--- src/rtl/core/adq_pkg.sv ---
// ----------------------------------------------------------------------------
// adq_pkg: shared types and constants for the affine dequantizer
// Holds field widths, register indexes and the element record between stages.
// ----------------------------------------------------------------------------
`default_nettype none
package adq_pkg;
	localparam int MaxChannels = 4096;
	localparam int ChW = $clog2(MaxChannels);
	localparam int StrideLimit = 16777216;
	localparam logic [31:0] CanonNan = 32'h7FC00000;

	typedef enum logic [1:0] {
		REG_FORMAT = 2'd0,
		REG_COUNT  = 2'd1,
		REG_STRIDE = 2'd2,
		REG_TOTAL  = 2'd3
	} reg_idx_t;

	localparam logic OP_TABLE = 1'b0;
	localparam logic OP_DATA  = 1'b1;

	// one element handed from front to back
	typedef struct packed {
		logic signed [7:0]  q;
		logic [ChW-1:0]     ch;
		logic               last;
	} elem_t;
endpackage
`default_nettype wire

--- src/rtl/core/adq_front.sv ---
// ----------------------------------------------------------------------------
// adq_front: element splitter and channel counter
// Splits data bytes into elements, one per cycle when not stalled, and tracks position counters.
// ----------------------------------------------------------------------------
`default_nettype none
module adq_front import adq_pkg::*; (
	input  wire logic        clk,
	input  wire logic        arst_n,
	input  wire logic        fmt,
	input  wire logic [12:0] count,
	input  wire logic [24:0] stride,
	input  wire logic [31:0] total,
	input  wire logic        byte_valid,
	output logic             byte_ready,
	input  wire logic [7:0]  byte_data,
	output logic             el_valid,
	input  wire logic        el_ready,
	output elem_t            el
);
	logic        hi_pend_q;
	logic [3:0]  hi_nib_q;
	logic [23:0] spos_q;
	logic [ChW-1:0] cpos_q;
	logic [31:0] epos_q;
	logic [13:0] eff_count;
	logic [24:0] eff_stride;
	logic [31:0] eff_total;
	logic [ChW-1:0] ch;
	logic [ChW:0]   ch_next;
	logic [24:0] s_next;
	logic        last, fire;
	logic signed [7:0] q;

	always_comb begin
		eff_count = (count == 13'd0) ? 14'd1 :
			({1'b0, count} > 14'(MaxChannels)) ? 14'(MaxChannels) : {1'b0, count};
		eff_stride = (stride == 25'd0) ? 25'd1 :
			(stride > 25'(StrideLimit)) ? 25'(StrideLimit) : stride;
		eff_total = (total == 32'd0) ? 32'd1 : total;
		ch = ({2'b0, cpos_q} >= eff_count) ? '0 : cpos_q;
		last = epos_q == eff_total - 32'd1;
		if (hi_pend_q) q = {{4{hi_nib_q[3]}}, hi_nib_q};
		else if (fmt) q = {{4{byte_data[3]}}, byte_data[3:0]};
		else q = byte_data;
		s_next = {1'b0, spos_q} + 25'd1;
		ch_next = {1'b0, ch} + 1'b1;
	end

	assign el_valid = hi_pend_q || byte_valid;
	assign byte_ready = !hi_pend_q && el_ready;
	assign fire = el_valid && el_ready;
	always_comb begin
		el = '0;
		el.q = q;
		el.ch = ch;
		el.last = last;
	end

	always_ff @(posedge clk or negedge arst_n) begin
		if (!arst_n) begin
			hi_pend_q <= 1'b0;
			hi_nib_q <= '0;
			spos_q <= '0;
			cpos_q <= '0;
			epos_q <= '0;
		end else if (fire) begin
			if (hi_pend_q) hi_pend_q <= 1'b0;
			else if (fmt && !last) begin
				hi_pend_q <= 1'b1;
				hi_nib_q <= byte_data[7:4];
			end
			if (last) begin
				spos_q <= '0;
				cpos_q <= '0;
				epos_q <= '0;
			end else begin
				epos_q <= epos_q + 32'd1;
				if (s_next >= eff_stride) begin
					spos_q <= '0;
					cpos_q <= ({1'b0, ch_next} >= eff_count) ? '0 : ch_next[ChW-1:0];
				end else begin
					spos_q <= s_next[23:0];
					cpos_q <= ch;
				end
			end
		end
	end
endmodule
`default_nettype wire

--- config.mk ---
export PLATFORM = sky130hd
export DESIGN_NAME = adq_front
export DESIGN_NICKNAME = d
export VERILOG_FILES = /design/src/rtl/core/adq_pkg.sv /design/src/rtl/core/adq_front.sv
export SDC_FILE = /design/constraint.sdc
export NUM_CORES = 1
export LEC_CHECK = 0
export BUFFER_PORTS_ARGS = -buffer_cell sky130_fd_sc_hd__buf_2
export CAP_MARGIN = 20
export CORE_ASPECT_RATIO = 0.8
export CORE_MARGIN = 4
export CORE_UTILIZATION = 25
export DETAILED_ROUTE_END_ITERATION = 8
export PLACE_DENSITY = 0.52
export SYNTH_ARGS = -nofsm -noshare
export SYNTH_HDL_FRONTEND = slang
export SYNTH_SLANG_ARGS = --single-unit
--- constraint.sdc ---
create_clock -name clk -period 6.4 [get_ports clk]
set_input_delay 0.96 -clock clk [delete_from_list [all_inputs] [get_ports clk]]
set_output_delay 0.96 -clock clk [all_outputs]
set_load 0.005 [all_outputs]
==> metrics <==
Hold Path Class=in -> async; global route overflow=0; unrepaired setup endpoints after global routing=no; PnR Total Power=1.47 mW; Max Cap Violations=0; LEAKAGE=3.70 nW; final setup fails=0; share of power burned in registers=37.9%; worst stage delay on the critical path=0.37 ns; Setup Skew=0.0110 ns; Post-DRT Antenna Nets=0; cell internal pwr=0.978 mW; Clock Latency Late Sink=0.34 ns; core area=26600 µm²; DR pass1 iterations=5; drt wl/cell=15.3 µm; clock buffer depth=2; layer with the highest usage=met1; layout cells sized above 1=18.8%; vias in the first global route=6056; CP startpoint kind=input pin; Placer Congestion=0.871; Final Cycle Share=90.4%; Post-Syn Nets=972; FF+latch area=1830 µm²; Worst Reg-to-Reg Cells=22; H-tree depth=3; Starting Density=25.7%; Switching Share=33.2%; Fin. Hold Viols=0; asr flop ratio synth=100%; Hold Slack=0.458 ns; M1 GR Usage=21.0%; cell area after synthesis=6840 µm²; critical path class=in -> reg; P per Cell Area=182 nW/µm²; Setup TNS=0 ns; net switching power=0.487 mW; Post-Syn Instances=835; Placement Setup Slack=0.160 ns; Synth top cells by count=nand2_1, dfrtp_1, nor2_1; initial antenna violation count=0; EDFF count, synth=0; die area=30100 µm²; Comb power frac=26.9%; ys flop type=dfrtp_1; CTS Buf Count=9; warning count from the yosys run=0; Layout Area Growth over Synthesis=17.7%; first-pass GRT wire length=32200 µm; I/O Pins=106; CP max FO=12; Overall Global Routing Usage=13.1%; Yosys cell types=78; Hold Buf Count CTS=0; normalized max-slew margin=42.7%; Area contributors post-synth=dfrtp_1, ha_1, xor2_1; row count=53; Worst VDD drop=0.115 mV; # DRC=0; clock power share=35.2%; final worst slack=0.612 ns; M3 GR Usage=1.50%; status=finished clean; fin crit period=5.79 ns; post-synth top area cell=dfrtp_1; Vias/cell=4.90; Seq/Total Area, Yosys=26.7%; # nets final=1072; CTS tree=built; pin count of the biggest net entering global routing=64; crit path DAT=6.07 ns; Tightest Pin Transition=0.852 ns; area of the multi-input gates=4810 µm²; Die H=156 µm; Critical path buffers and inverters=2; cell family with most CP delay=simple AND/OR/NAND/NOR gates; GR Layer Usage met2=18.4%; diodes inserted=0; # fillers=2865; leading cell type by number of instances after synthesis=nand2_1; synthesized flop and latch total=73; Port Buffers=105; R2R setup slack=1.31 ns; Crit Reg-Reg Endpoint=cpos_q[8]; max-slew violation count=0; DRT iter0 DRCs=407; average size of a mapped cell=8.19 µm²; Clock Tree Root=clkbuf_16; Vias=6355; Die W=193 µm; clk slew on worst S/H paths=0.07 ns; Critical Path RT=6.68 ns; CTS sink cnt=73; Fmax achieved=173 MHz; Yosys top cell area share=26.7%; final wirelength=19900 µm; CP max stage cell=or3_1; cell repeated most along the worst path=ha_1; FF-to-FF Start=cpos_q[10]; Critical Path End Type=flip-flop; Final HPWL DP=15800 µm
[timing repair]
action / CTS / global route
buffers inserted: 0 / 0
setup endpoints to repair: 0 / 8
resized for setup: 0 / 1
[logic make-up after synthesis]
kind of cell / share of synthesized area, %
adder cells (fa/ha/maj): 9.88
buffers and inverters: 2.93
AO/OA/AOI/OAI: 15.3
AND/OR/NAND/NOR: 31.0
XOR/XNOR: 11.8
flip-flops: 26.7
multiplexers: 2.40
[layer usage]
layer	vias to the layer above	wire length (µm)
li1	3240	-
met1	2961	10800
met2	140	7940
met3	14	913
met4	0	253
met5	-	0
[placed cells by master, fill, tap and decap left out, types with 5 or more instances in the layout]
| master | n |
|---|---|
| a21o_1 | 15 |
| a21oi_1 | 27 |
| a22o_2 | 8 |
| a31oi_1 | 12 |
| and2_1 | 12 |
| and3_1 | 23 |
| buf_2 | 104 |
| buf_4 | 10 |
| clkbuf_16 | 9 |
| dfrtp_1 | 73 |
| ha_1 | 54 |
| inv_1 | 18 |
| mux2_2 | 11 |
| nand2_1 | 114 |
| nand2b_1 | 12 |
| nand3_1 | 44 |
| nand4_1 | 22 |
| nor2_1 | 71 |
| nor2b_1 | 12 |
| nor3_1 | 23 |
| nor4_1 | 27 |
| o21a_1 | 5 |
| o21ai_0 | 36 |
| o31ai_1 | 5 |
| or2_2 | 5 |
| or3_1 | 9 |
| xnor2_1 | 43 |
| xor2_1 | 49 |
[area by class of cell]
| type | count | area share [%] |
|---|---|---|
| flip-flops and latches | 73 | 22.7 |
| clock inverters | 7 | 0.855 |
| repair buffers | 114 | 7.40 |
| well taps | 357 | 5.55 |
| inverters | 19 | 0.886 |
| clock buffers | 9 | 2.80 |
| multi-input cells | 718 | 59.8 |
[flip-flops by register name, indices dropped and copies added, names as in the netlist]
signal / cells
cpos_q: 12
hi_nib_q: 4
spos_q: 24
epos_q: 32
hi_pend_q: 1
[power by group through the flow]
stage,Sequential [mW],Combinational [mW],Clock (mW)
after detailed placement,0.563,0.393,0
after CTS,0.555,0.396,0.535
final,0.555,0.394,0.516
after floorplan,0.540,0.269,0
after global routing,0.564,0.452,0.550
after global placement,0.564,0.387,0
[through the flow]
stage                     std cells  utilization (%)  cell area [µm²]
after floorplan                 835                -             6840
after global placement         1281             29.1             7750
after detailed placement       1281             29.1             7750
after CTS                      1297             30.3             8050
after global routing           1297             30.3             8050
final                          1297             30.3             8050
[worst max-delay path by stage]
| stage | endpoint | cells past startpoint | slack, ns | start |
|---|---|---|---|---|
| 2_1_floorplan | cpos_q[8] | 27 | 0.42 | count[12] |
| 3_3_place_gp | cpos_q[8] | 27 | 0.27 | count[5] |
| 3_5_place_dp | cpos_q[8] | 27 | 0.16 | count[5] |
| 4_1_cts | cpos_q[8] | 27 | 0.51 | count[5] |
| 5_1_grt | cpos_q[8] | 27 | 0.13 | count[2] |
| 6_report | cpos_q[8] | 25 | 0.61 | count[12] |
(Power assumes the default switching activity.)
