<file path="src/rtl/core/adq_pkg.sv">
// ----------------------------------------------------------------------------
// adq_pkg: shared types and constants for the affine dequantizer
// Holds field widths, register indexes and the element record between stages.
// ----------------------------------------------------------------------------
`default_nettype none
package adq_pkg;
	localparam int MaxChannels = 4096;
	localparam int ChW = $clog2(MaxChannels);
	localparam int StrideLimit = 16777216;
	localparam logic [31:0] CanonNan = 32'h7FC00000;

	typedef enum logic [1:0] {
		REG_FORMAT = 2'd0,
		REG_COUNT  = 2'd1,
		REG_STRIDE = 2'd2,
		REG_TOTAL  = 2'd3
	} reg_idx_t;

	localparam logic OP_TABLE = 1'b0;
	localparam logic OP_DATA  = 1'b1;

	// one element handed from front to back
	typedef struct packed {
		logic signed [7:0]  q;
		logic [ChW-1:0]     ch;
		logic               last;
	} elem_t;
endpackage
`default_nettype wire

</file>
<file path="src/rtl/core/adq_fifo.sv">
// ----------------------------------------------------------------------------
// adq_fifo: two-entry element queue
// Decouples the element splitter from the multiply pipeline.
// ----------------------------------------------------------------------------
`default_nettype none
module adq_fifo import adq_pkg::*; (
	input  wire logic clk,
	input  wire logic arst_n,
	input  wire logic in_valid,
	output logic      in_ready,
	input  elem_t     in_el,
	output logic      out_valid,
	input  wire logic out_ready,
	output elem_t     out_el
);
	elem_t      ent_q [2];
	logic       wp_q, rp_q;
	logic [1:0] cnt_q;
	logic       push, pop;

	assign in_ready = cnt_q != 2'd2;
	assign out_valid = cnt_q != 2'd0;
	assign out_el = ent_q[rp_q];
	assign push = in_valid && in_ready;
	assign pop = out_valid && out_ready;

	always_ff @(posedge clk) begin
		if (push) ent_q[wp_q] <= in_el;
	end

	always_ff @(posedge clk or negedge arst_n) begin
		if (!arst_n) begin
			wp_q <= 1'b0;
			rp_q <= 1'b0;
			cnt_q <= '0;
		end else begin
			if (push) wp_q <= !wp_q;
			if (pop) rp_q <= !rp_q;
			cnt_q <= cnt_q + 2'(push) - 2'(pop);
		end
	end

	a_cnt: assert property (@(posedge clk) disable iff (!arst_n) cnt_q <= 2'd2)
		else $error("queue overflow");
	a_full: assert property (@(posedge clk) disable iff (!arst_n)
		(cnt_q == 2'd2 && !out_ready) |=> cnt_q == 2'd2)
		else $error("full queue lost an entry");
	a_empty: assert property (@(posedge clk) disable iff (!arst_n)
		(cnt_q == 2'd0 && !in_valid) |=> cnt_q == 2'd0)
		else $error("entry appeared from nowhere");
endmodule
`default_nettype wire

</file>
<file path="config.mk">
export PLATFORM = sky130hd
export DESIGN_NAME = adq_fifo
export DESIGN_NICKNAME = d
export VERILOG_FILES = /design/src/rtl/core/adq_pkg.sv /design/src/rtl/core/adq_fifo.sv
export SDC_FILE = /design/constraint.sdc
export NUM_CORES = 1
export LEC_CHECK = 0
export ABC_AREA = 1
export BUFFER_PORTS_ARGS = -buffer_cell sky130_fd_sc_hd__buf_4
export CAP_MARGIN = 10
export CORE_MARGIN = 2
export CORE_UTILIZATION = 50
export DETAILED_ROUTE_END_ITERATION = 8
export GPL_TIMING_DRIVEN = 0
export PLACE_DENSITY_LB_ADDON = 0.15
export RECOVER_POWER = 100
export SLEW_MARGIN = 20
export SYNTH_ARGS = -nofsm -noshare
export SYNTH_HDL_FRONTEND = slang
export SYNTH_SLANG_ARGS = --single-unit
</file>
<file path="constraint.sdc">
create_clock -name clk -period 2.1 [get_ports clk]
set_input_delay 0.21 -clock clk [delete_from_list [all_inputs] [get_ports clk]]
set_output_delay 0.21 -clock clk [all_outputs]
set_load 0.1 [all_outputs]
</file>
==> qor.csv, run 1 <==
metric,value,unit
avgViaCountPerCell,4.72,
max_stage_delay,0.45,ns
stdcell_area,2190,um^2
nets,222,
start_util,0.524,
synthToLayoutAreaGrowth,25.0,%
fp-row-count,21,
crit_fanout,10,
synth_fp_nets,167,
place_area,2160,um^2
slowest_stage,clkbuf_2,
top_layer,met4,
die-area,3990,um^2
worstPathArrival,1.65,ns
ys_async_sr_fraction,0.0870,
drc,0,
syn_avg_cell_area,12.4,um^2
port-buffer-count,47,
slew_violations,0,
core_area,3340,um^2
ios,48,
wl_per_cell,12.2,um
route.met3.wl,199,um
ys_top_cells_by_count,"nand2_1, edfxtp_1, inv_1",
postCtsResizedCells,0,
clock_sinks,46,
synthTopCellsByArea,"edfxtp_1, nand2_1, dfrtp_1",
post_cts_buffers,0,
antenna_found_initial,0,
globalRoute.totalOverflow,0,
clk_path_buf_depth,2,
cp.required,1.89,ns
yosysMostFrequentCell,nand2_1,
root_buffer,clkbuf_4,
num_antenna_cells,0,
track_usage,0.171,
cts_tree,built,
vias,1148,
h-tree-depth,2,
m1WireLength,1.15,mm
grt_pass1_vias,1199,
dr.first_iter.drc_count,55,
slew_headroom,0.577,
grt_max_degree,23,
netlist_area,1750,um^2
cp-start-kind,flip-flop,
rsz0062_at_grt,no,
tns,0,ns
wl_met2,1.60,mm
fillers,293,
yosys_register_bits,46,
hold_viol,0,
layout-drive-gt1-share,0.284,
ys_warn_count,0,
synth_flop_cell,edfxtp_1,
clock_latency,0.33,ns
grt_pass1_wl,5.21,mm
cpMostUsedCell,nand2_1,
tightest_slew,0.633,ns
hold_class,input pin to flip-flop,
seqCellArea,1360,um^2
wirelength,2.96,mm
status,"complete, no violations",
drtPass1Iterations,4,
drtAntennaViolNets,0,
synth_cell_types,14,
dp_hpwl,1.99,mm
ys_seq_area_frac,0.778,
whs,0.0748,ns
critPathKind,flip-flop to primary output,
dieHeight,63.1,um
clk_pin_slew,0.12,ns
synth_area_leader_cell,edfxtp_1,
multi_input_comb_area,345,um^2
syn_inst,141,
layout_min_cycle_time,1.86,ns
cts_made_buffers,5,
setup_viol,0,
synth_top_area_share,0.721,
path_cells,inv_2 > buf_2 > nand2_1 > nand2_1 > clkbuf_2,
synth-edff-count,42,
die_w,63.1,um
maxCapViolations,0,
min_period_over_period,0.886,
endpoint_kind,primary output,
worst_clock_skew,0.00460,ns
max_freq,0.537,GHz
gp_congestion,0.773,
==> cells by family (layout without fill, tap and decap cells) <==
family,after synthesis,after routing,synth area share
DFF,46,46,0.778
buffers and inverters,12,68,0.0286
and+or+nand+nor,79,79,0.175
xor gates and xnor gates,1,1,0.00501
AOI/OAI and AO/OA,2,2,0.00572
adders and majority gates,1,1,0.00715
==> final timing paths <==
path	end	depth (start not counted)	start	slack, ns
setup reg to reg	ent_q[1][17]$_DFFE_PP_	3	cnt_q[1]$_DFF_PN0_	0.41
setup / recovery	out_el[15]	5	rp_q$_DFFE_PN0P_	0.24
hold reg to reg	cnt_q[0]$_DFF_PN0_	1	cnt_q[0]$_DFF_PN0_	0.57
hold / removal	ent_q[0][13]$_DFFE_PP_	1	in_el[13]	0.07
min in group asynchronous	cnt_q[1]$_DFF_PN0_	2	arst_n	0.22
max in group asynchronous	wp_q$_DFFE_PN0P_	2	arst_n	1.69
==> layer usage <==
metal  GRT usage  vias up
met2       0.307       40
met5           0        -
met4      0.0500        0
met3      0.0518        2
met1       0.197      534
li1            -      572
==> flip-flops by register name (all words and copies together), names as in the netlist <==
name and flops:
wp_q 1, ent_q 42, cnt_q 2, rp_q 1
==> layout by cell type (no fill, tap or decap) <==
cell type      instances
nor2_1                 3
inv_2                  1
dfrtp_1                4
inv_1                  7
ha_1                   1
buf_4                 15
nand2_1               72
xor2_1                 1
clkbuf_4              23
clkbuf_1               5
dlygate4sd3_1          1
a21oi_1                1
clkinv_1               1
nand3_1                2
clkbuf_2              10
edfxtp_1              42
clkinv_2               1
buf_2                  4
nor2_4                 2
o21ai_0                1
==> critical path: cells and delay by family, from the launching register on <==
family,cells,cell delay (ns)
buf+inv,3,0.76
flops,1,0.43
simple gates,2,0.13
==> through the flow <==
step | setup slack, ns | util | std cells
detailed placement | 0.193 | 0.648 | 234
global route | 0.118 | 0.655 | 243
floorplan | 0.0980 | - | 141
CTS | 0.168 | 0.666 | 243
global placement | 0.201 | 0.648 | 234
finish | 0.239 | 0.655 | 243
==> final cells by class <==
| cell class | count | share of cell area |
|---|---|---|
| Timing Repair Buffer | 48 | 0.148 |
| Buffer | 4 | 0.00915 |
| Clock buffer | 6 | 0.0189 |
| Multi-Input combinational cell | 83 | 0.158 |
| Clock inverter | 2 | 0.00400 |
| Inverter | 8 | 0.0137 |
| Sequential cell | 46 | 0.622 |
| Tap cell | 46 | 0.0263 |
==> timing repair <==
action | 4_1_cts | 5_1_grt
hold buffers | 1 | 0
setup endpoints to repair | 0 | 0
hold endpoints to repair | 4 | 0
Power of run 1 is left out: the tool's default activity adds up to more than one toggle a clock period on the data nets, which glitch-free logic cannot reach.
==> run 2: changes to the inputs <==
--- a/config.mk
+++ b/config.mk
@@ -6,12 +6,12 @@
 export NUM_CORES = 1
 export LEC_CHECK = 0
 export ABC_AREA = 1
+export ABC_CLOCK_PERIOD_IN_PS = 2100
 export BUFFER_PORTS_ARGS = -buffer_cell sky130_fd_sc_hd__buf_4
 export CAP_MARGIN = 10
 export CORE_MARGIN = 2
 export CORE_UTILIZATION = 50
 export DETAILED_ROUTE_END_ITERATION = 8
-export GPL_TIMING_DRIVEN = 0
 export PLACE_DENSITY_LB_ADDON = 0.15
 export RECOVER_POWER = 100
 export SLEW_MARGIN = 20
==> run 2 against run 1 <==
Net effect:
- critical path depth fell by 1
- worst hold slack lost 0.020 ns
- flip-flop and latch count stayed put
- sequential share of layout area is 1.3 points lower
- final cell count increased by 1.2%
- via count grew 1.0%
- setup slack got worse by 0.090 ns
- first-iteration DRC count down 18%
- largest cell class unchanged
==> qor.csv, run 2 (synthesis results as in run 1) <==
metric,value,unit,change
status,"complete, no violations",,
setup_viol,0,,unchanged
cp-start-kind,flip-flop,,
largest_reg_flops,42,,unchanged
multi_input_comb_area,330,um^2,-4.3%
gp_congestion,0.764,,-1.2%
clk_path_buf_depth,2,,unchanged
start_util,0.524,,unchanged
tns,0,ns,unchanged
clock_latency,0.35,ns,+0.02 ns
wirelength,3.03,mm,+2.3%
antenna_found_initial,0,,unchanged
post_cts_buffers,0,,unchanged
slew_headroom,0.547,,-0.0301
largest_register,ent_q,,
root_buffer,clkbuf_4,,
worst_clock_skew,0.00899,ns,+0.00439 ns
worstPathArrival,1.74,ns,+0.09 ns
drtAntennaViolNets,0,,unchanged
die_w,63.1,um,unchanged
drtPass1Iterations,4,,unchanged
core_area,3340,um^2,unchanged
fp-row-count,21,,unchanged
seqCellArea,1360,um^2,unchanged
mostFrequentLayoutCell,nand2_1,,
maxCapViolations,0,,unchanged
crit_fanout,22,,+12
hold_viol,0,,unchanged
min_period_over_period,0.929,,+0.0429
max_freq,0.512,GHz,-4.6%
layout_min_cycle_time,1.95,ns,+0.0902 ns
globalRoute.totalOverflow,0,,unchanged
cts_hold_buf,1,,unchanged
reg_top3,"ent_q: 42 flops, cnt_q: 2 flops",,
ios,48,,unchanged
cts_made_buffers,5,,unchanged
grt_use_met3,0.0464,,-0.00536
slew_violations,0,,unchanged
mostFrequentLayoutCells,"nand2_1, edfxtp_1, clkbuf_4, clkbuf_1, buf_4",,
grt_use_met2,0.301,,-0.00665
nets,225,,+1.4%
avgViaCountPerCell,4.72,,-0.19%
fillers,298,,+1.7%
port-buffer-count,47,,unchanged
endpoint_kind,primary output,,
track_usage,0.170,,-0.00105
grt_max_degree,23,,unchanged
clock_sinks,46,,unchanged
critPathKind,flip-flop to primary output,,
dr.first_iter.drc_count,45,,-18%
clk_pin_slew,0.13,ns,about the same
dieHeight,63.1,um,unchanged
die-area,3990,um^2,unchanged
cp.required,1.89,ns,about the same
postCtsResizedCells,0,,unchanged
wl_per_cell,12.3,um,+1.0%
rsz0062_at_grt,no,,
dp_hpwl,2.16,mm,+8.3%
cts_tree,built,,
hold_class,input pin to flip-flop,,
layout-drive-gt1-share,0.245,,-0.0393
met1_usage,0.181,,-0.0158
grt_pass1_wl,5.04,mm,-3.2%
synthToLayoutAreaGrowth,27.6,%,
drc,0,,unchanged
vias,1160,,+1.0%
tightest_slew,0.680,ns,+0.0466 ns
grt_busiest_layer,met2,,
num_antenna_cells,0,,unchanged
grt_pass1_vias,1176,,-1.9%
h-tree-depth,2,,unchanged
==> run 2: final timing paths <==
path / startpoint / to / slack [ns] / cells after the start
worst min register to register: wp_q$_DFFE_PN0P_ / wp_q$_DFFE_PN0P_ / 0.55 / 2
worst max-delay path: rp_q$_DFFE_PN0P_ / out_el[2] / 0.15 / 4
max in group asynchronous: arst_n / wp_q$_DFFE_PN0P_ / 1.69 / 2
worst max register to register: cnt_q[1]$_DFF_PN0_ / ent_q[1][13]$_DFFE_PP_ / 0.36 / 4
min in group asynchronous: arst_n / rp_q$_DFFE_PN0P_ / 0.21 / 2
worst min-delay path: in_el[5] / ent_q[0][5]$_DFFE_PP_ / 0.05 / 1
==> run 2: cell type report <==
class	count	share of cell area
clock buffers	6	0.0185
flip-flops and latches	46	0.610
inverters	8	0.0135
clock inverters	2	0.0168
multi-input cells	83	0.148
repair buffers	55	0.168
well taps	46	0.0258
==> run 2: worst max-delay path: stages (launching register included) <==
cell and delay, ns:
dfrtp_1 0.52, inv_2 0.35, nand2_1 0.11, nand2_1 0.08, clkbuf_4 0.32
==> run 2: metal layers <==
metal	vias up	part of all wire
li1	578	-
met1	537	0.39
met2	37	0.52
met3	8	0.072
met4	0	0.022
met5	-	0
==> run 2: through the flow <==
stage	std cells	cell area [um^2]	setup WS, ns	hold WS (ns)	utilization
2_1_floorplan	141	1750	0.0980	-0.0856	-
3_3_place_gp	235	2180	0.591	0.0108	0.653
3_5_place_dp	235	2180	0.558	0.0117	0.653
4_1_cts	244	2270	0.142	0.0154	0.680
5_1_grt	246	2230	0.0288	0.0287	0.669
6_report	246	2230	0.149	0.0544	0.669
Power of run 2 is left out for the same reason.
==> run 3: changes to the inputs <==
--- a/config.mk
+++ b/config.mk
@@ -9,8 +9,10 @@
 export ABC_CLOCK_PERIOD_IN_PS = 2100
 export BUFFER_PORTS_ARGS = -buffer_cell sky130_fd_sc_hd__buf_4
 export CAP_MARGIN = 10
+export CELL_PAD_IN_SITES_DETAIL_PLACEMENT = 2
+export CELL_PAD_IN_SITES_GLOBAL_PLACEMENT = 2
 export CORE_MARGIN = 2
-export CORE_UTILIZATION = 50
+export CORE_UTILIZATION = 33
 export DETAILED_ROUTE_END_ITERATION = 8
 export PLACE_DENSITY_LB_ADDON = 0.15
 export RECOVER_POWER = 100
==> constraint.sdc (replaced) <==
create_clock -name clk -period 2.1 [get_ports clk]
set_input_delay 0.105 -clock clk [delete_from_list [all_inputs] [get_ports clk]]
set_output_delay 0.105 -clock clk [all_outputs]
set_load 0.1 [all_outputs]
==> run 3 against run 2 <==
Net effect:
- worst hold slack improved by 0.023 ns
- sequential share of layout area decreased by 4.3 points
- cell area increased by 7.7%
- critical endpoint is now out_el[7]
- register-to-register slack improved by 0.03 ns
- global-route usage decreased by 1.0 points
- non-clock buffer count increased by 18
- clock skew decreased by 0.0022 ns
==> qor.csv, run 3 (synthesis results as in run 1) <==
metric,value,unit,change
status,"complete, no violations",,
hold_class,input pin to flip-flop,,
layout_min_cycle_time,1.76,ns,-0.186 ns
mostFrequentLayoutCell,nand2_1,,
cp_top_family,buffers and inverters,,
root_buffer,clkbuf_8,,
cts_tree,built,,
reg2reg_setup_slack,0.39,ns,+0.03 ns
cp.required,2.00,ns,+0.11 ns
setup_viol,0,,unchanged
whs,0.0770,ns,+0.0226 ns
wl_per_cell,15.0,um,+21%
worst_clock_skew,0.00680,ns,-0.00219 ns
seqCellArea,1360,um^2,unchanged
cpMostUsedCell,nand2_1,,
antenna_found_initial,0,,unchanged
dieHeight,76.8,um,+22%
die-area,5900,um^2,+48%
clk_pin_slew,0.08,ns,-0.05 ns
drtAntennaViolNets,0,,unchanged
num_antenna_cells,0,,unchanged
grt_max_degree,23,,unchanged
reg_top3,"ent_q: 42 flops, cnt_q: 2 flops",,
dp_hpwl,3.03,mm,+41%
min_period_over_period,0.840,,-0.0888
m1WireLength,1.62,mm,+37%
maxCapViolations,0,,unchanged
tns,0,ns,unchanged
slowest_stage,clkbuf_2,,
grt_pass1_vias,1431,,+22%
hold_viol,0,,unchanged
dr.first_iter.drc_count,62,,+38%
avgViaCountPerCell,4.36,,-7.6%
cp-start-kind,flip-flop,,
wirelength,4.30,mm,+42%
slew_headroom,0.603,,+0.0563
crit_start,rp_q$_DFFE_PN0P_,,
rsz0062_at_grt,no,,
critPathKind,flip-flop to primary output,,
vias,1250,,+7.8%
fp-row-count,26,,+24%
clock_latency,0.29,ns,-0.06 ns
multi_input_comb_area,333,um^2,+0.76%
drtPass1Iterations,4,,unchanged
hold_start,in_valid,,
clock_sinks,46,,unchanged
largest_register,ent_q,,
grt_pass1_wl,7.09,mm,+41%
endpoint_kind,primary output,,
ios,48,,unchanged
mostFrequentLayoutCells,"nand2_1, edfxtp_1, clkbuf_2, dlygate4sd3_1, clkbuf_4",,
r2r_end,ent_q[0][19]$_DFFE_PP_,,
track_usage,0.160,,-0.0101
max_stage_delay,0.45,ns,-0.07 ns
gp_congestion,0.699,,-8.6%
max_freq,0.567,GHz,+11%
path_cells,inv_2 > nand2_1 > nand2_1 > clkbuf_2,,
post_cts_buffers,0,,unchanged
globalRoute.totalOverflow,0,,unchanged
cp_num_cells,4,,unchanged
h-tree-depth,2,,unchanged
largest_reg_flops,42,,unchanged
drc,0,,unchanged
fin_util,0.471,,-0.198
start_util,0.342,,-0.182
clk_path_buf_depth,2,,unchanged
nets,243,,+8.0%
layout-drive-gt1-share,0.240,,-0.00537
wl_met2,2.46,mm,+58%
route.met3.wl,157,um,-28%
fillers,546,,+83%
worstPathArrival,1.66,ns,-0.08 ns
tightest_slew,0.595,ns,-0.0844 ns
ff2ff_path_depth,5,,+1
cts_made_buffers,5,,unchanged
synthToLayoutAreaGrowth,37.4,%,
core_area,5110,um^2,+53%
r2r-start,cnt_q[0]$_DFF_PN0_,,
holdPathEnd,wp_q$_DFFE_PN0P_,,
die_w,76.8,um,+22%
cp.buffers_inverters,2,,unchanged
port-buffer-count,47,,unchanged
slew_violations,0,,unchanged
top_layer,met4,,
crit_fanout,22,,unchanged
hold_depth,3,,+2
## run 3: through the flow
step                setup WS [ns]  instance area (um^2)  instances
finish                      0.335                  2400        287
global route                0.205                  2400        287
CTS                         0.463                  2490        286
detailed placement          0.586                  2200        258
global placement            0.754                  2200        258
floorplan                  0.0980                  1750        141
## run 3: worst max path at each step
stage / end / slack [ns]
floorplan: ent_q[1][0]$_DFFE_PP_ / 0.1
global placement: cnt_q[1]$_DFF_PN0_ / 0.75
detailed placement: cnt_q[1]$_DFF_PN0_ / 0.59
CTS: out_el[20] / 0.46
global route: ent_q[1][12]$_DFFE_PP_ / 0.21
finish: out_el[7] / 0.34
## run 3: layer usage
layer,GRT usage,up-vias
met4,0.0491,0
met2,0.307,24
met3,0.0435,7
met1,0.168,609
li1,-,610
met5,0,-
## run 3: area by class of cell
type / count / area share
sequential: 46 / 0.566
timing repair buffer: 73 / 0.213
multi-input combinational: 83 / 0.138
tap: 70 / 0.0364
clock buffer: 5 / 0.0286
inverter: 8 / 0.0125
clock inverter: 2 / 0.00416
## run 3: worst register-to-register path, stage by stage, from the launching register on
cell and delay (ns):
dfrtp_1 0.40, inv_1 0.06, nand2_1 0.13, nand2_1 0.14, nor2_1 0.36, clkbuf_2 0.32
## run 3: what timing repair did
action / 4_1_cts / 5_1_grt
hold endpoints to repair: 43 / 2
gates resized for setup: 0 / 0
hold buffers: 21 / 1
Power of run 3 is left out for the same reason.
